[src/rtl/stok_pkg.sv]
// Shared types and constants for the source tokenizer.
`default_nettype none
package stok_pkg;

   localparam int MAX_SOURCE_LENGTH_DEF = 65536;
   localparam int QUEUE_DEPTH_DEF       = 4;
   localparam int MAX_RESULTS           = 3;
   localparam int IDX_W                 = $clog2(MAX_RESULTS);
   localparam int CNT_W                 = $clog2(MAX_RESULTS + 1);

   localparam logic [4:0] KIND_END       = 5'd0;
   localparam logic [4:0] KIND_IDENT     = 5'd1;
   localparam logic [4:0] KIND_INT       = 5'd2;
   localparam logic [4:0] KIND_FLOAT     = 5'd3;
   localparam logic [4:0] KIND_STRING    = 5'd4;
   localparam logic [4:0] KIND_NFUNC     = 5'd5;
   localparam logic [4:0] KIND_NTYPE     = 5'd6;
   localparam logic [4:0] KIND_SEMI      = 5'd7;
   localparam logic [4:0] KIND_PLUS      = 5'd8;
   localparam logic [4:0] KIND_MINUS     = 5'd9;
   localparam logic [4:0] KIND_STAR      = 5'd10;
   localparam logic [4:0] KIND_SLASH     = 5'd11;
   localparam logic [4:0] KIND_COMMA     = 5'd12;
   localparam logic [4:0] KIND_LPAREN    = 5'd13;
   localparam logic [4:0] KIND_RPAREN    = 5'd14;
   localparam logic [4:0] KIND_EQUALS    = 5'd15;
   localparam logic [4:0] KIND_LBRACE    = 5'd16;
   localparam logic [4:0] KIND_RBRACE    = 5'd17;
   localparam logic [4:0] KIND_BAD_UNDER = 5'd18;
   localparam logic [4:0] KIND_UNKNOWN   = 5'd19;

   typedef struct packed {
      logic [4:0]  kind;
      logic [15:0] start;
      logic [15:0] length;
      logic        err;
   } rec_type;

   typedef struct packed {
      logic [CNT_W-1:0]            count;
      rec_type [MAX_RESULTS-1:0]   recs;
   } bundle_type;

   typedef struct packed {
      logic full;
      logic empty;
   } q_stat_type;

endpackage
`default_nettype wire

[src/rtl/stok_front.sv]
// Front end: takes source bytes, runs the lexer state and builds record bundles.
`default_nettype none
module stok_front #(
   parameter int MAX_SOURCE_LENGTH = stok_pkg::MAX_SOURCE_LENGTH_DEF
) (
   input  wire logic                clock,
   input  wire logic                reset,
   input  wire logic                req_tvalid,
   output logic                     req_tready,
   input  wire logic [7:0]          req_tdata,
   input  wire logic                req_tuser,
   input  wire logic                req_tlast,
   input  wire stok_pkg::q_stat_type q_status,
   output logic                     push,
   output stok_pkg::bundle_type     push_data
);
   import stok_pkg::*;

   localparam int          LIMIT_INT = (MAX_SOURCE_LENGTH - 1 > 65535) ? 65535
                                       : MAX_SOURCE_LENGTH - 1;
   localparam logic [15:0] PosLimit  = 16'(LIMIT_INT);

   localparam logic [7:0] CH_UNDER = 8'h5F;
   localparam logic [7:0] CH_QUOTE = 8'h22;
   localparam logic [7:0] CH_DOT   = 8'h2E;

   typedef enum logic [7:0] {
      MODE_IDLE   = 8'b0000_0001,
      MODE_IDENT  = 8'b0000_0010,
      MODE_INT    = 8'b0000_0100,
      MODE_FLOAT  = 8'b0000_1000,
      MODE_STRING = 8'b0001_0000,
      MODE_UNDER  = 8'b0010_0000,
      MODE_NFUNC  = 8'b0100_0000,
      MODE_NTYPE  = 8'b1000_0000
   } mode_type;

   mode_type    mode_ff, mode_in;
   logic [15:0] position_ff, position_in;
   logic [15:0] start_ff, start_in;
   logic [2:0]  urun_ff, urun_in;
   logic        err_ff, err_in;

   logic        accept;
   logic [15:0] pos_inc;
   logic        st_emit;
   logic [4:0]  st_kind;
   mode_type    st_mode;
   logic [15:0] st_start;
   logic        st_err;
   bundle_type  bundle;

   function automatic logic is_alpha(input logic [7:0] c);
      return (c >= 8'h61 && c <= 8'h7A) || (c >= 8'h41 && c <= 8'h5A);
   endfunction

   function automatic logic is_digit(input logic [7:0] c);
      return c >= 8'h30 && c <= 8'h39;
   endfunction

   function automatic logic is_space(input logic [7:0] c);
      return c == 8'h20 || (c >= 8'h09 && c <= 8'h0D);
   endfunction

   function automatic logic is_name(input logic [7:0] c);
      return is_alpha(c) || is_digit(c) || c == CH_UNDER;
   endfunction

   function automatic logic [4:0] op_kind(input logic [7:0] c);
      logic [4:0] k;
      case (c)
         8'h3B:   k = KIND_SEMI;
         8'h2B:   k = KIND_PLUS;
         8'h2D:   k = KIND_MINUS;
         8'h2A:   k = KIND_STAR;
         8'h2F:   k = KIND_SLASH;
         8'h2C:   k = KIND_COMMA;
         8'h28:   k = KIND_LPAREN;
         8'h29:   k = KIND_RPAREN;
         8'h3D:   k = KIND_EQUALS;
         8'h7B:   k = KIND_LBRACE;
         8'h7D:   k = KIND_RBRACE;
         default: k = KIND_UNKNOWN;
      endcase
      return k;
   endfunction

   function automatic logic [4:0] mode_kind(input mode_type m);
      logic [4:0] k;
      case (m)
         MODE_IDENT:  k = KIND_IDENT;
         MODE_INT:    k = KIND_INT;
         MODE_FLOAT:  k = KIND_FLOAT;
         MODE_STRING: k = KIND_STRING;
         MODE_NFUNC:  k = KIND_NFUNC;
         MODE_NTYPE:  k = KIND_NTYPE;
         default:     k = KIND_UNKNOWN;
      endcase
      return k;
   endfunction

   function automatic logic [15:0] span(input logic [15:0] pos, input logic [15:0] st);
      return (pos >= st) ? pos - st : 16'd0;
   endfunction

   function automatic rec_type make_rec(input logic [4:0] kind, input logic [15:0] start,
                                        input logic [15:0] length, input logic err);
      rec_type r;
      r.kind   = kind;
      r.start  = start;
      r.length = length;
      r.err    = err;
      return r;
   endfunction

   assign req_tready = !q_status.full;
   assign accept     = req_tvalid && req_tready;
   assign pos_inc    = (position_ff < PosLimit) ? position_ff + 16'd1 : PosLimit;

   // what the byte does when no token is open
   always_comb begin
      st_emit  = 1'b0;
      st_kind  = KIND_UNKNOWN;
      st_mode  = MODE_IDLE;
      st_start = position_ff;
      st_err   = 1'b0;
      if (req_tdata == CH_UNDER) begin
         st_mode = MODE_UNDER;
      end else if (req_tdata == CH_QUOTE) begin
         st_mode  = MODE_STRING;
         st_start = pos_inc;
      end else if (op_kind(req_tdata) != KIND_UNKNOWN) begin
         st_emit = 1'b1;
         st_kind = op_kind(req_tdata);
      end else if (is_space(req_tdata)) begin
         st_mode = MODE_IDLE;
      end else if (is_alpha(req_tdata)) begin
         st_mode = MODE_IDENT;
      end else if (is_digit(req_tdata)) begin
         st_mode = MODE_INT;
      end else begin
         st_emit = 1'b1;
         st_err  = 1'b1;
      end
   end

   always_comb begin
      logic       do_start;
      logic [15:0] pos_v;
      logic [CNT_W-1:0] n;
      mode_type   m;
      logic [15:0] ts;
      logic [2:0] ur;
      logic       er;

      do_start = 1'b0;
      pos_v    = position_ff;
      n        = '0;
      m        = mode_ff;
      ts       = start_ff;
      ur       = urun_ff;
      er       = err_ff;
      bundle   = '0;

      if (req_tuser) begin
         case (mode_ff)
            MODE_IDLE: begin
               do_start = 1'b1;
            end
            MODE_IDENT, MODE_FLOAT: begin
               if (!(is_alpha(req_tdata) && mode_ff == MODE_IDENT) &&
                   !(is_digit(req_tdata) && mode_ff == MODE_FLOAT)) begin
                  bundle.recs[IDX_W'(n)] = make_rec(mode_kind(mode_ff), start_ff,
                                                    span(position_ff, start_ff), 1'b0);
                  n        = n + CNT_W'(1);
                  do_start = 1'b1;
               end
            end
            MODE_INT: begin
               if (req_tdata == CH_DOT) begin
                  m = MODE_FLOAT;
               end else if (!is_digit(req_tdata)) begin
                  bundle.recs[IDX_W'(n)] = make_rec(KIND_INT, start_ff,
                                                    span(position_ff, start_ff), 1'b0);
                  n        = n + CNT_W'(1);
                  do_start = 1'b1;
               end
            end
            MODE_STRING: begin
               if (req_tdata == CH_QUOTE) begin
                  bundle.recs[IDX_W'(n)] = make_rec(KIND_STRING, start_ff,
                                                    span(position_ff, start_ff), 1'b0);
                  n = n + CNT_W'(1);
                  m = MODE_IDLE;
               end
            end
            MODE_UNDER: begin
               if (req_tdata == CH_UNDER) begin
                  ur = (urun_ff < 3'd7) ? urun_ff + 3'd1 : urun_ff;
               end else if (urun_ff == 3'd2 || urun_ff == 3'd3) begin
                  if (is_name(req_tdata)) begin
                     m  = (urun_ff == 3'd2) ? MODE_NFUNC : MODE_NTYPE;
                     ts = position_ff;
                  end else begin
                     bundle.recs[IDX_W'(n)] = make_rec(
                        (urun_ff == 3'd2) ? KIND_NFUNC : KIND_NTYPE,
                        position_ff, 16'd0, 1'b0);
                     n        = n + CNT_W'(1);
                     do_start = 1'b1;
                  end
               end else begin
                  bundle.recs[IDX_W'(n)] = make_rec(KIND_BAD_UNDER, start_ff,
                                                    span(position_ff, start_ff), 1'b0);
                  n        = n + CNT_W'(1);
                  er       = 1'b1;
                  do_start = 1'b1;
               end
            end
            MODE_NFUNC, MODE_NTYPE: begin
               if (!is_name(req_tdata)) begin
                  bundle.recs[IDX_W'(n)] = make_rec(mode_kind(mode_ff), start_ff,
                                                    span(position_ff, start_ff), 1'b0);
                  n        = n + CNT_W'(1);
                  do_start = 1'b1;
               end
            end
            default: begin
               m = MODE_IDLE;
            end
         endcase
         if (do_start) begin
            m  = st_mode;
            ts = st_start;
            ur = 3'd1;
            er = er | st_err;
            if (st_emit) begin
               bundle.recs[IDX_W'(n)] = make_rec(st_kind, position_ff, 16'd1, 1'b0);
               n = n + CNT_W'(1);
            end
         end
         pos_v = pos_inc;
      end

      mode_in     = m;
      position_in = pos_v;
      start_in    = ts;
      urun_in     = ur;
      err_in      = er;

      if (req_tlast) begin
         case (m)
            MODE_IDENT, MODE_INT, MODE_FLOAT, MODE_STRING, MODE_NFUNC, MODE_NTYPE: begin
               bundle.recs[IDX_W'(n)] = make_rec(mode_kind(m), ts, span(pos_v, ts), 1'b0);
               n = n + CNT_W'(1);
            end
            MODE_UNDER: begin
               if (ur == 3'd2 || ur == 3'd3) begin
                  bundle.recs[IDX_W'(n)] = make_rec((ur == 3'd2) ? KIND_NFUNC : KIND_NTYPE,
                                                    pos_v, 16'd0, 1'b0);
               end else begin
                  bundle.recs[IDX_W'(n)] = make_rec(KIND_BAD_UNDER, ts, span(pos_v, ts), 1'b0);
                  er = 1'b1;
               end
               n = n + CNT_W'(1);
            end
            default: begin
               n = n;
            end
         endcase
         bundle.recs[IDX_W'(n)] = make_rec(KIND_END, pos_v, 16'd0, er);
         n           = n + CNT_W'(1);
         mode_in     = MODE_IDLE;
         position_in = 16'd0;
         start_in    = 16'd0;
         urun_in     = 3'd0;
         err_in      = 1'b0;
      end
      bundle.count = n;
   end

   assign push      = accept && (bundle.count != '0);
   assign push_data = bundle;

   always_ff @(posedge clock) begin
      if (reset) begin
         mode_ff     <= MODE_IDLE;
         position_ff <= 16'd0;
         start_ff    <= 16'd0;
         urun_ff     <= 3'd0;
         err_ff      <= 1'b0;
      end else if (accept) begin
         mode_ff     <= mode_in;
         position_ff <= position_in;
         start_ff    <= start_in;
         urun_ff     <= urun_in;
         err_ff      <= err_in;
      end
   end

endmodule
`default_nettype wire

[src/rtl/stok_queue.sv]
// Short queue of record bundles between the front and back ends.
`default_nettype none
module stok_queue #(
   parameter int DEPTH = stok_pkg::QUEUE_DEPTH_DEF
) (
   input  wire logic                 clock,
   input  wire logic                 reset,
   input  wire logic                 push,
   input  wire stok_pkg::bundle_type push_data,
   input  wire logic                 pop,
   output stok_pkg::bundle_type      head_data,
   output stok_pkg::q_stat_type      status
);
   import stok_pkg::*;

   localparam int PTR_W = $clog2(DEPTH);
   localparam int CNT_W_Q = $clog2(DEPTH + 1);

   bundle_type           store_ff [DEPTH];
   logic [PTR_W-1:0]     wr_ptr_ff, wr_ptr_in;
   logic [PTR_W-1:0]     rd_ptr_ff, rd_ptr_in;
   logic [CNT_W_Q-1:0]   count_ff, count_in;
   logic                 do_push, do_pop;

   assign status.full  = (count_ff == CNT_W_Q'(DEPTH));
   assign status.empty = (count_ff == '0);
   assign do_push      = push && !status.full;
   assign do_pop       = pop && !status.empty;
   assign head_data    = store_ff[rd_ptr_ff];

   always_comb begin
      wr_ptr_in = wr_ptr_ff;
      rd_ptr_in = rd_ptr_ff;
      count_in  = count_ff;
      if (do_push) begin
         wr_ptr_in = (wr_ptr_ff == PTR_W'(DEPTH - 1)) ? '0 : wr_ptr_ff + PTR_W'(1);
      end
      if (do_pop) begin
         rd_ptr_in = (rd_ptr_ff == PTR_W'(DEPTH - 1)) ? '0 : rd_ptr_ff + PTR_W'(1);
      end
      if (do_push && !do_pop) begin
         count_in = count_ff + CNT_W_Q'(1);
      end else if (do_pop && !do_push) begin
         count_in = count_ff - CNT_W_Q'(1);
      end
   end

   always_ff @(posedge clock) begin
      if (reset) begin
         wr_ptr_ff <= '0;
         rd_ptr_ff <= '0;
         count_ff  <= '0;
      end else begin
         wr_ptr_ff <= wr_ptr_in;
         rd_ptr_ff <= rd_ptr_in;
         count_ff  <= count_in;
      end
   end

   always_ff @(posedge clock) begin
      if (do_push) begin
         store_ff[wr_ptr_ff] <= push_data;
      end
   end

endmodule
`default_nettype wire

[src/rtl/stok_back.sv]
// Back end: unpacks bundles into single token records on the result channel.
`default_nettype none
module stok_back (
   input  wire logic                 clock,
   input  wire logic                 reset,
   input  wire stok_pkg::q_stat_type q_status,
   input  wire stok_pkg::bundle_type head_data,
   output logic                      pop,
   output logic                      rsp_tvalid,
   input  wire logic                 rsp_tready,
   output logic [39:0]               rsp_tdata,  // start[15:0], length[31:16], error[32], pad
   output logic [4:0]                rsp_tuser,  // token kind
   output logic                      rsp_tlast
);
   import stok_pkg::*;

   logic             valid_ff, valid_in;
   rec_type          rec_ff, rec_in;
   logic             last_ff, last_in;
   logic [IDX_W-1:0] idx_ff, idx_in;
   logic             load, is_last;

   assign load    = !q_status.empty && (!valid_ff || rsp_tready);
   assign is_last = (CNT_W'(idx_ff) + CNT_W'(1)) == head_data.count;
   assign pop     = load && is_last;

   always_comb begin
      valid_in = valid_ff;
      rec_in   = rec_ff;
      last_in  = last_ff;
      idx_in   = idx_ff;
      if (load) begin
         valid_in = 1'b1;
         rec_in   = head_data.recs[idx_ff];
         last_in  = is_last;
         idx_in   = is_last ? '0 : idx_ff + IDX_W'(1);
      end else if (rsp_tready) begin
         valid_in = 1'b0;
      end
   end

   always_ff @(posedge clock) begin
      if (reset) begin
         valid_ff <= 1'b0;
         idx_ff   <= '0;
      end else begin
         valid_ff <= valid_in;
         idx_ff   <= idx_in;
      end
   end

   always_ff @(posedge clock) begin
      rec_ff  <= rec_in;
      last_ff <= last_in;
   end

   assign rsp_tvalid = valid_ff;
   assign rsp_tdata  = {7'd0, rec_ff.err, rec_ff.length, rec_ff.start};
   assign rsp_tuser  = rec_ff.kind;
   assign rsp_tlast  = last_ff;

endmodule
`default_nettype wire

[src/rtl/source_tokenizer.sv]
// Source tokenizer top level: byte stream in, token records out.
// The first record of a byte passes the queue and then the registered output stage before it can be taken.
// One byte per cycle while the queue is not full and each byte gives at most one record; a byte giving
// several records (up to three) sends them in turn on the result channel, the queue absorbing bursts.
// Synchronous reset clears the lexer state, the queue and the output stage.
`default_nettype none
module source_tokenizer #(
   parameter int MAX_SOURCE_LENGTH = stok_pkg::MAX_SOURCE_LENGTH_DEF,
   parameter int QUEUE_DEPTH       = stok_pkg::QUEUE_DEPTH_DEF
) (
   input  wire logic        clock,
   input  wire logic        reset,
   input  wire logic        req_tvalid,
   output logic             req_tready,
   input  wire logic [7:0]  req_tdata,   // ch[7:0]
   input  wire logic        req_tuser,   // char_valid
   input  wire logic        req_tlast,   // end_of_input
   output logic             rsp_tvalid,
   input  wire logic        rsp_tready,
   output logic [39:0]      rsp_tdata,   // lexeme_start[15:0], lexeme_length[31:16], error_seen[32]
   output logic [4:0]       rsp_tuser,   // token_kind[4:0]
   output logic             rsp_tlast    // last_of_run
);
   import stok_pkg::*;

   q_stat_type q_status;
   bundle_type push_data, head_data;
   logic       push, pop;

   stok_front #(
      .MAX_SOURCE_LENGTH(MAX_SOURCE_LENGTH)
   ) u_front (
      .clock     (clock),
      .reset     (reset),
      .req_tvalid(req_tvalid),
      .req_tready(req_tready),
      .req_tdata (req_tdata),
      .req_tuser (req_tuser),
      .req_tlast (req_tlast),
      .q_status  (q_status),
      .push      (push),
      .push_data (push_data)
   );

   stok_queue #(
      .DEPTH(QUEUE_DEPTH)
   ) u_queue (
      .clock    (clock),
      .reset    (reset),
      .push     (push),
      .push_data(push_data),
      .pop      (pop),
      .head_data(head_data),
      .status   (q_status)
   );

   stok_back u_back (
      .clock     (clock),
      .reset     (reset),
      .q_status  (q_status),
      .head_data (head_data),
      .pop       (pop),
      .rsp_tvalid(rsp_tvalid),
      .rsp_tready(rsp_tready),
      .rsp_tdata (rsp_tdata),
      .rsp_tuser (rsp_tuser),
      .rsp_tlast (rsp_tlast)
   );

endmodule
`default_nettype wire
[config.mk]
export PLATFORM = sky130hd
export DESIGN_NAME = source_tokenizer
export DESIGN_NICKNAME = d
export VERILOG_FILES = /design/src/rtl/stok_pkg.sv /design/src/rtl/stok_front.sv /design/src/rtl/stok_queue.sv /design/src/rtl/stok_back.sv /design/src/rtl/source_tokenizer.sv
export SDC_FILE = /design/constraint.sdc
export NUM_CORES = 1
export LEC_CHECK = 0
export ABC_AREA = 0
export BUFFER_PORTS_ARGS = -buffer_cell sky130_fd_sc_hd__buf_2
export CAP_MARGIN = 20
export CORE_UTILIZATION = 35
export CTS_BUF_LIST = sky130_fd_sc_hd__clkbuf_16
export CTS_CLUSTER_SIZE = 14
export DETAILED_ROUTE_END_ITERATION = 10
export GPL_TIMING_DRIVEN = 0
export PLACE_DENSITY = 0.61
export SETUP_SLACK_MARGIN = 0.15
export SYNTH_ARGS = -nofsm -noshare
export SYNTH_HDL_FRONTEND = slang
export SYNTH_HIERARCHICAL = 1
export SYNTH_SLANG_ARGS = --single-unit
[constraint.sdc]
create_clock -name clock -period 20.1 [get_ports clock]
set_clock_uncertainty 0.1 [all_clocks]
set_input_delay 2.01 -clock clock [delete_from_list [all_inputs] [get_ports clock]]
set_output_delay 2.01 -clock clock [all_outputs]
set_load 0.05 [all_outputs]
# ---- Yosys cells after proc, flatten, opt, wreduce, memory -nomap -nowiden
# Memories as Yosys holds them, arrays and structs flattened. A register that Yosys moved wholly into a read port is not among the register bits.
# Cells that the tools add are included.
dict set report totals {
  reg_bits 93
  ram_bits 464
  out_inout_bits 48
  n_memories 1
  inputBits 14
}
# memory words word_bits read_ports rd_ports_with_merged_regs write_ports line_no
set memory_table {}
lappend memory_table {u_queue.store_ff 4 116 1 1 1 stok_queue.sv:19} ;# bundle_type store_ff [DEPTH];
dict set report classes {
  eq_ne 39
  n_lt_le_gt_ge 19
  n_mux 130
  add_sub_neg 12
  n_reduce_logical 41
  n_bitwise 1
}
# cell n
set op_table {}
lappend op_table {{2-to-1 mux 114 bit} 6}
lappend op_table {{bitwise mux 114 bit} 5}
lappend op_table {{2-to-1 mux 38 bit} 11}
lappend op_table {{demux 38 bit (select 2 bit)} 3}
lappend op_table {{one-hot mux 114 bit (2 select lines)} 1}
lappend op_table {{2-to-1 mux 16 bit} 14}
lappend op_table {{one-hot mux 38 bit (5 select lines)} 1}
lappend op_table {{equality test 8 x 6 -> 1 bit, second input constant} 14}
lappend op_table {{2-to-1 mux 8 bit} 14}
lappend op_table {{binary-select mux 38 bit (select 2 bit)} 1}
lappend op_table {{one-hot mux 5 bit (11 select lines)} 1}
lappend op_table {{equality test 8 x 7 -> 1 bit, second input constant} 5}
lappend op_table {{2-to-1 mux 36 bit} 1}
lappend op_table {{2-to-1 mux 35 bit} 1}
lappend op_table {{2-to-1 mux 5 bit} 7}
lappend op_table {{2-to-1 mux 2 bit} 17}
lappend op_table {{2-to-1 mux 1 bit} 33}
lappend op_table {{>= comparator 16 bit} 2}
lappend op_table {{one-hot mux 8 bit (4 select lines)} 1}
lappend op_table {{subtractor 16 bit} 2}
lappend op_table {{one-hot mux 5 bit (6 select lines)} 1}
lappend op_table {{2-to-1 mux 3 bit} 9}
lappend op_table {{one-hot mux 5 bit (4 select lines)} 1}
lappend op_table {{logical AND 1 bit} 18}
lappend op_table {{other kinds (36)} 73}

# ---- Logic depth before layout (Yosys ltp)
# Gate-level depths: netlist of the first run.
dict set report logic_depth {
  word_depth 26
  depth_mapped 26
  mapped_depth_nobuf 21
}

# ---- By module
# Netlist of the first run, hierarchy kept.
# mod cells_per_inst area_per_inst_um2 seq_area_each_um2 n_inst
set modules_own_cells {}
lappend modules_own_cells {stok_queue 656 17175.2 14113.5 1}
lappend modules_own_cells {stok_front 1182 7801.2 880.8 1}
lappend modules_own_cells {stok_back 197 2187.1 1231.2 1}

# ---- Worst setup path after synthesis of the first run
# OpenSTA, ideal clock, no wires.
dict set report synth_path {
  path_kind {input to register}
  startpoint {input req_tdata[3]}
  endpoint {memory u_queue/store_ff[3][0] (netlist name), enable pin}
  setup_ns 0.489
  arrival_time_ns 8.294
  cell_stages 16
  required_time_ns 19.511
  slack_ns 11.217
  path_cell_list {clkbuf_1 o21ai_0 and2_0 a2111o_1 nand4_1 buf_4 o31ai_1 a21o_2 nor4b_2 o31ai_4 and2_1 buf_6 xnor2_1 ha_1 a311oi_2 and3_1}
}
dict set report synth_between {
  elab_chain_len 24
}
# item line_no
set synth_lines {}
lappend synth_lines {{start: declaration} source_tokenizer.sv:15} ;# input wire logic [7:0] req_tdata,
lappend synth_lines {{>= comparator 8 x 7 -> 1 bit / less-or-equal comparator 8 x 7 -> 1 bit (equally long branches)} stok_front.sv:54} ;# return (c >= 8'h61 && c <= 8'h7A) || (c >= 8'h41 && c <= 8'h5A);
lappend synth_lines {{logical AND 1 bit} stok_front.sv:54}
lappend synth_lines {{logical OR 1 bit} stok_front.sv:54}
lappend synth_lines {{logical OR 1 bit (2 in series)} stok_front.sv:66} ;# return is_alpha(c) || is_digit(c) || c == CH_UNDER;
lappend synth_lines {{2-to-1 mux 1 bit} {stok_front.sv:201, stok_front.sv:220}}
lappend synth_lines {{2-to-1 mux 2 bit} stok_front.sv:200} ;# end else if (urun_ff == 3'd2 || urun_ff == 3'd3) begin
lappend synth_lines {{2-to-1 mux 2 bit} stok_front.sv:198} ;# if (req_tdata == CH_UNDER) begin
lappend synth_lines {{one-hot mux 2 bit (5 select lines)} stok_front.sv:166} ;# case (mode_ff)
lappend synth_lines {{[... 8 more ...]} -}
lappend synth_lines {{adder 2 x 1 -> 2 bit} stok_front.sv:271} ;# n = n + CNT_W'(1);
lappend synth_lines {{2-to-1 mux 2 bit *} stok_front.sv:250} ;# if (req_tlast) begin
lappend synth_lines {{nonzero test 2 bit *} stok_front.sv:281} ;# assign push = accept && (bundle.count != '0);
lappend synth_lines {{logical AND 1 bit *} stok_front.sv:281}
lappend synth_lines {{net push} source_tokenizer.sv:28} ;# logic push, pop;
lappend synth_lines {{logical AND 1 bit *} stok_queue.sv:27} ;# assign do_push = push && !status.full;
lappend synth_lines {{2-to-1 mux 1 bit *} stok_queue.sv:61} ;# if (do_push) begin
lappend synth_lines {{2-to-1 mux 1 bit (implied by the code) *} stok_queue.sv:62} ;# store_ff[wr_ptr_ff] <= push_data;
lappend synth_lines {{end: declaration} stok_queue.sv:19}
# Mark *: on every way through the listed nets, which the timed path passes. The rest lies on a longest branch. The select of a mux whose other input is x is not followed.

==> results of run 1 <==
## flip-flops by register name (all words and copies together), names as in the netlist, named ones only
| register | cells |
|---|---|
| u_back/rsp_tdata | 33 |
| u_back/rsp_tuser | 5 |
| u_back/idx_ff | 2 |
| u_queue/store_ff | 464 |
| u_queue/wr_ptr_ff | 2 |
| u_queue/count_ff | 3 |
| u_back/rsp_tlast | 1 |
| u_front/position_ff | 16 |
| u_front/mode_ff | 8 |
| u_front/err_ff | 1 |
| u_front/start_ff | 16 |
| u_queue/rd_ptr_ff | 2 |
| u_front/urun_ff | 3 |
| u_back/rsp_tvalid | 1 |
## cells in the mapped netlist (all sizes together) (6+ instances only)
cell type | instances | area share
nor3 | 33 | 0.0064
a21boi | 7 | 0.0019
a21oi | 96 | 0.019
buf | 61 | 0.014
a31oi | 15 | 0.0035
nand3 | 37 | 0.0068
a311oi | 9 | 0.0031
and3 | 18 | 0.0041
a22o | 7 | 0.0023
nor4 | 14 | 0.0042
edfxtp | 503 | 0.56
a21o | 14 | 0.0039
a41oi | 6 | 0.0019
mux4 | 116 | 0.096
a22oi | 77 | 0.022
xor2 | 12 | 0.0039
o41ai | 6 | 0.0019
o21ai | 90 | 0.017
and2 | 21 | 0.0048
o32ai | 7 | 0.0023
xnor2 | 18 | 0.0058
or3 | 12 | 0.0028
nand4 | 12 | 0.0030
nor2b | 17 | 0.0039
inv | 71 | 0.0098
o22ai | 25 | 0.0058
a221oi | 15 | 0.0048
o31ai | 13 | 0.0043
mux2i | 46 | 0.017
dfxtp | 56 | 0.041
nand2b | 23 | 0.0053
nand2 | 150 | 0.021
o2bb2ai | 18 | 0.0058
o211ai | 6 | 0.0023
nor2 | 190 | 0.026
clkbuf | 69 | 0.0095
ha | 48 | 0.022
## worst max-delay path by stage
stage	start	to	cells after the start
floorplan	req_tdata[3]	u_queue/store_ff[3][0]	16
global placement	req_tdata[3]	u_queue/store_ff[0][105]	16
detailed placement	req_tdata[3]	u_queue/store_ff[1][16]	26
CTS	req_tdata[3]	u_queue/store_ff[1][16]	26
global route	req_tdata[3]	u_queue/store_ff[2][16]	26
finish	req_tdata[3]	u_queue/store_ff[1][16]	26
## metal layers
layer	global-route usage	routed length (µm)	share of wire
met5	0	0	0
met4	0.0789	3060	0.037
met3	0.0327	5840	0.070
met2	0.349	40100	0.48
met1	0.284	34800	0.41
## final cells by class
type / instances / area (µm²) / share of cell area
clock buffer: 59 / 1480 / 0.0478
inverter: 72 / 270 / 0.00876
buffer: 130 / 647 / 0.0210
clock inverter: 48 / 342 / 0.0111
multi-input combinational: 1280 / 10100 / 0.326
antenna: 1 / 2.50 / 0.0000811
timing repair buffer: 68 / 551 / 0.0178
sequential: 559 / 16200 / 0.526
tap: 1030 / 1290 / 0.0418
## power groups by stage
stage	Sequential [µW]	Clock, µW	Combinational, µW
CTS	1450	1050	833
floorplan	1630	0	411
finish	1450	1020	821
global route	1460	1090	874
global placement	1490	0	800
detailed placement	1470	0	830
## worst max-delay path, cell delays in order
cell	delay [ns]
buf_2	0.09
clkbuf_1	0.29
o21ai_0	0.27
and2_0	0.33
a2111o_1	0.43
and4_1	0.21
buf_6	0.15
clkbuf_1	0.29
a21oi_1	0.71
clkbuf_1	0.52
nor2_1	0.08
a21oi_1	0.62
ha_1	0.33
fa_1	0.25
nor2b_1	0.06
o21ai_0	0.21
a21boi_0	0.12
o21ai_0	0.25
a21oi_1	0.16
a311oi_1	0.49
o31ai_1	0.22
a311oi_1	0.76
a21oi_2	0.18
nand2_1	0.36
buf_2	0.30
o2bb2ai_1	0.18
## through the flow
stage | hold WS, ns | cell area (µm²) | setup slack, ns | instances | util
6_report | 0.413 | 30900 | 10.43 | 3247 | 0.404
3_3_place_gp | 0.376 | 28700 | 7.50 | 3124 | 0.377
4_1_cts | 0.405 | 30900 | 10.79 | 3246 | 0.404
5_1_grt | 0.445 | 30900 | 10.08 | 3246 | 0.404
3_5_place_dp | 0.394 | 29000 | 10.16 | 3139 | 0.381
2_1_floorplan | 0.363 | 27200 | 11.22 | 2041 | -
## cells by family after synthesis
logic type / Yosys count
AOI/OAI and AO/OA: 470
xor gates and xnor gates: 30
and+or+nand+nor: 554
other: 2
adders and majority gates: 51
muxes: 167
buffers and inverters: 202
DFF: 559
==> summary.md, run 1 <==
| Metric | Value |
|---|---|
| Status | `completed` |
| Commonest non-fill, non-tap cells in the layout | `503 x edfxtp_1, 190 x nor2_1, 149 x nand2_1` |
| Max_cap viols | `0` |
| Detail Placement HPWL | `60.4 mm` |
| Sw Pwr | `just over 1000 µW` |
| Startpoint types | `input pin` |
| RSZ-0062 raised after global routing | `no` |
| Pwr per Cell Area | `about 110 nW/µm²` |
| Site Rows | `slightly above 100` |
| Clock Tree Root | `clkbuf_16` |
| FF-to-FF End | `u_queue/store_ff[1][16]` |
| Synth Area in Compound Gates | `0.122` |
| Post-synthesis sequential area ratio | `0.597` |
| Int Power | `approximately 2300 µW` |
| Hold Path Class | `reg2reg` |
| Final setup fails | `0` |
| Worst setup EP type | `flip-flop` |
| R2r setup slk | `around 11 ns` |
| Clock sink count | `between 500 and 600` |
| Worst path arrival time | `about 9.9 ns` |
| Worst-path clk slew | `roughly 0.060 ns` |
| Input/output buffers | `53` |
| Filler Cells Inserted | `just over 7000` |
| WL per Instance | `25.8 µm` |
| Total global routing overflow | `0` |
| Max Fclk | `roughly 100 MHz` |
| Die X | `approximately 280 µm` |
| Setup TNS | `0 ns` |
| Sequential Power Share | `0.439` |
| FF+latch count, synth | `559` |
| Fin crit period | `9.67 ns` |
| Core Area | `76300 µm²` |
| Setup Buffers After CTS | `0` |
| Hold EP | `u_queue/rd_ptr_ff[0]` |
| Starting DRT DRC Count | `1880` |
| Vias per cell | `5.77` |
| Main synth FF type | `edfxtp_1` |
| Worst R2R Start | `u_front/mode_ff[6]` |
| Kind of critical path | `in2reg` |
| Mapped Cells | `approximately 2000` |
| Hold_buf cts | `0` |
| Via count | `about 19000` |
| EDFF count, synth | `between 500 and 600` |
| Asr flop ratio synth | `0` |
| Gp weighted congestion | `~1.0` |
| Unique cell type count in the Yosys netlist | `~100` |
| Vias in the first global route | `18400` |
| Initial DRT Pass Iterations | `7` |
| DRC Markers | `0` |
| Clk pwr share | `0.311` |
| Syn avg cell area | `13.3 µm²` |
| CP required | `just over 20 ns` |
| CP max FO | `10` |
| Largest family of logic cells by synthesized area | `compound AO/OA/AOI/OAI gates` |
| Initial Utilization | `0.356` |
| Worst-Skew Late Latency | `just over 0.6 ns` |
| Chip Height | `281 µm` |
| CTS max path bufs | `3` |
| Period utilisation layout | `0.481` |
| Synthesized area | `27200 µm²` |
| Commonest non-fill, non-tap cell in the layout | `edfxtp_1` |
| Routed WL | `83.8 mm` |
| Peak VDD IR | `a little under 0.07 mV` |
| Hold depth | `2` |
| Sw Ratio | `0.316` |
| Num CTS Buffers | `between 50 and 60` |
| Post-Synth XOR/XNOR Area | `0.00967` |
| First-pass GRT wire length | `123 mm` |
| Final Slew Violations | `0` |
| Fin. Hold Viols | `0` |
| Die ar. | `78700 µm²` |
| H-tree Lvls | `2` |
| IO Pins | `slightly above 60` |
| Final ANT Viol Nets | `0` |
| Leakage | `0.0105 µW` |
| CTS tree | `built` |
| P&R area growth vs syn | `13.6%` |
| Total track usage | `0.212` |
| Post-cts sizing count | `0` |
| Max-slew headroom | `0.223` |
| Initial antenna violation count | `2` |
| Synth warn | `6` |
| Post-Synth Simple-Gate Area | `0.0977` |
| Reg2reg path depth | `25` |
| Total Power | `around 3300 µW` |
| Slew @ Worst Pin | `approximately 1.2 ns` |
| Post-Synth Adder-Cell Area | `0.0243` |
| Nets | `roughly 2200` |
| Largest net degree at the start of global routing | `47` |
| Layout cell share with drive strength beyond 1 | `0.166` |
| Power share of the combinational group | `0.249` |
| Mux share of post-synthesis cell area | `0.115` |
| Hold path startpoint | `u_queue/rd_ptr_ff[0]` |
Power figures use the tool's default switching activity.
==> inputs of run 2 (changes only) <==
Settings changed: ABC_AREA 0 to 1.
Clock period 20.1 ns to 8.9 ns, I/O delays scaled along.
==> summary.md, run 2 <==
| Metric | Value |
|---|---|
| Status | `completed` |
| Die ar. | `87200 µm² (+11%)` |
| Final Slew Violations | `0 (unchanged)` |
| Slowest Stage Delay on Critical Path | `0.69 ns (-0.07 ns)` |
| P&R area growth vs syn | `13.5%` |
| FF-to-FF End | `u_queue/store_ff[0][64]` |
| Post-cts sizing count | `0 (unchanged)` |
| Fin. Hold Viols | `0 (unchanged)` |
| Vias in the first global route | `24500 (+33%)` |
| Final cell count without fillers | `4732 (+46%)` |
| Count leader, synth | `nand2_1` |
| Syn avg cell area | `8.87 µm² (-34%)` |
| Input/output buffers | `52 (-1.9%)` |
| Hold Path Class | `reg2reg` |
| Top cell by count, worst path | `nand2_1` |
| IO Pins | `62 (unchanged)` |
| CTS max path bufs | `3 (unchanged)` |
| Initial antenna violation count | `0 (-2)` |
| R2r setup slk | `1.23 ns (-10.07 ns)` |
| Worst R2R Start | `u_front/mode_ff[6]` |
| Final worst slack | `1.09 ns (-9.34 ns)` |
| Commonest non-fill, non-tap cell in the layout | `nand2_1` |
| Pre-CTS setup slack | `0.654 ns (-9.50 ns)` |
| CP Buf/Inv Count | `10 (+4)` |
| DRC Markers | `0 (unchanged)` |
| Synth warn | `6 (unchanged)` |
| Worst path arrival time | `8.06 ns (-1.82 ns)` |
| Mapped Cells | `3395 (+67%)` |
| Area leader, netlist | `edfxtp_1` |
| Period utilisation layout | `0.878` |
| WL per Instance | `23.5 µm (-9.0%)` |
| Total Power | `9090 µW (+180%)` |
| Leakage | `0.0130 µW (+24%)` |
| Initial Utilization | `0.354 (-0.00228)` |
| Hold_buf cts | `0 (unchanged)` |
| Site Rows | `107 (+5.9%)` |
| RSZ-0062 raised after global routing | `no` |
| Starting DRT DRC Count | `3218 (+71%)` |
| Detail Placement HPWL | `81.2 mm (+34%)` |
| Worst setup EP type | `flip-flop` |
| Asr flop ratio synth | `0 (unchanged)` |
| Total track usage | `0.252 (+0.0393)` |
| Ant diodes | `0 (-1)` |
| Kind of critical path | `in2reg` |
| Die X | `295 µm (+5.2%)` |
| Num CTS Buffers | `60 (+3.4%)` |
| Vias per cell | `5.58 (-3.2%)` |
| Final setup fails | `0 (unchanged)` |
| Final ANT Viol Nets | `0 (unchanged)` |
| Reg with most FFs | `u_queue/store_ff` |
| Slowest cell on the critical path | `o21ai_0` |
| Max Fclk | `128 MHz` |
| Worst-path clk slew | `0.06 ns (about the same)` |
| Commonest non-fill, non-tap cells in the layout | `653 x nand2_1, 509 x nor2_1, 503 x edfxtp_1` |
| Via count | `26400 (+41%)` |
| Top cell type's share of synthesized area | `0.502 (-0.0544)` |
| Pwr per Cell Area | `266 nW/µm² (+150%)` |
| Nets | `3610 (+62%)` |
| Flip-flop count of the largest register after layout | `464 (unchanged)` |
| H-tree Lvls | `2 (unchanged)` |
| CP delay by family, top | `simple AND/OR/NAND/NOR gates` |
| EDFF count, synth | `503 (unchanged)` |
| First-pass GRT wire length | `162 mm (+32%)` |
| Reg2reg path depth | `31 (+24%)` |
| Clock Tree Root | `clkbuf_16` |
| Chip Height | `295 µm (+5.2%)` |
| Dpl cells | `4626 (+47%)` |
| Core Area | `85100 µm² (+12%)` |
| Max_cap viols | `0 (unchanged)` |
| Top cells by area, synth | `edfxtp_1 50%, nand2_1 8.1%, nor2_1 6.4%, o21ai_0 4.8%, dfxtp_1 3.7%` |
| Unique cell type count in the Yosys netlist | `63 (-39%)` |
| Clock sink count | `559 (unchanged)` |
| CTS tree | `built` |
| Hold depth | `2 (unchanged)` |
| Top post-synthesis cells by count | `653 x nand2_1, 513 x nor2_1, 503 x edfxtp_1, 287 x o21ai_0, 215 x inv_1` |
| Hold EP | `u_front/err_ff` |
| Max-slew headroom | `0.226 (+0.00317)` |
| CP required | `9.15 ns (-11.16 ns)` |
| Fin crit period | `slightly below 8 ns` |
| CP max FO | `27 (+17)` |
| Synthesized area | `30100 µm² (+11%)` |
| Main synth FF type | `edfxtp_1` |
| Routed WL | `111 mm (+33%)` |
| Layout cell share with drive strength beyond 1 | `0.0975 (-0.0685)` |
| Total global routing overflow | `0 (unchanged)` |
| Setup TNS | `0 ns (unchanged)` |
| FF+latch count, synth | `559 (unchanged)` |
| Worst-Skew Late Latency | `0.65 ns (+0.03 ns)` |
| Post-synthesis sequential area ratio | `0.539 (-0.0584)` |
| Hold path startpoint | `u_front/err_ff` |
| Slew @ Worst Pin | `1.15 ns (-0.0125 ns)` |
| Initial DRT Pass Iterations | `6 (-1)` |
| Peak VDD IR | `0.171 mV (+150%)` |
| Startpoint types | `input pin` |
| Gp weighted congestion | `1.01 (-0.53%)` |
| Setup Buffers After CTS | `0 (unchanged)` |
| Largest net degree at the start of global routing | `35 (-26%)` |
run 2: cell types whose count changed after synthesis, sizes merged, moves of 33 or more:
cell and change:
a21oi +119, a22oi -76, buf +33, clkbuf +44, inv +164, mux2i -46, mux4 -116, nand2 +518
nand3 +149, nor2 +339, o211ai +42, o21ai +308, o22ai +102
run 2: power by group:
group / switching [µW] / internal (µW) / total (µW)
Clock: 1060 / 1320 / 2370
Sequential: 94.3 / 3320 / 3420
Combinational: 2410 / 890 / 3300
run 2: worst max-delay path by stage:
stage,start,slack (ns),endpoint,cells after the start
floorplan,req_tdata[1],-0.78,u_queue/store_ff[0][0],26
global placement,req_tdata[7],-6.79,u_queue/store_ff[0][58],28
finish,req_tdata[7],1.09,u_queue/store_ff[0][64],32
global route,req_tdata[7],0.76,u_queue/store_ff[0][60],32
detailed placement,req_tdata[7],0.65,u_queue/store_ff[0][58],32
CTS,req_tdata[7],1.34,u_queue/store_ff[0][60],32
run 2: layout make-up:
class,count,area [µm²]
Buffer,207,1150
Clock buffer,62,1550
Clock inverter,43,320
Fill cell,8584,51000
Inverter,242,921
Multi-Input combinational cell,2393,11900
Sequential cell,559,16200
Tap cell,1144,1430
Timing Repair Buffer,82,707
run 2: logic make-up (layout without fill, tap and decap cells):
group,Yosys count,in the layout,share of synthesized area
flops,559,559,0.539
compound gates,858,858,0.162
fa+ha+maj,51,51,0.0219
other cells,2,8,0.000249
buf+inv,449,636,0.0689
xor+xnor,23,23,0.00669
simple gates,1453,1453,0.201
run 2: worst register-to-register path: cells and delay by family, from the launching register on:
kind                     cells  cell delay (ns)
AND/OR/NAND/NOR             20             4.04
buffers and inverters        8             1.67
AO/OA/AOI/OAI                2             0.88
flip-flops                   1             0.34
adder cells (fa/ha/maj)      1             0.29
run 2: per-stage QoR:
step / instance area [µm²] / utilization / hold slack, ns
2_1_floorplan: 30100 / - / 0.353
3_3_place_gp: 31800 / 0.374 / 0.368
3_5_place_dp: 32300 / 0.379 / 0.371
4_1_cts: 34200 / 0.401 / 0.370
5_1_grt: 34200 / 0.401 / 0.382
6_report: 34200 / 0.401 / 0.379
run 2: layer usage:
metal,up-vias,GRT usage,share of wire
met3,235,0.0412,0.096
met5,-,0,0
met4,0,0.100,0.042
met2,1397,0.399,0.45
met1,12700,0.343,0.41
li1,12100,-,-
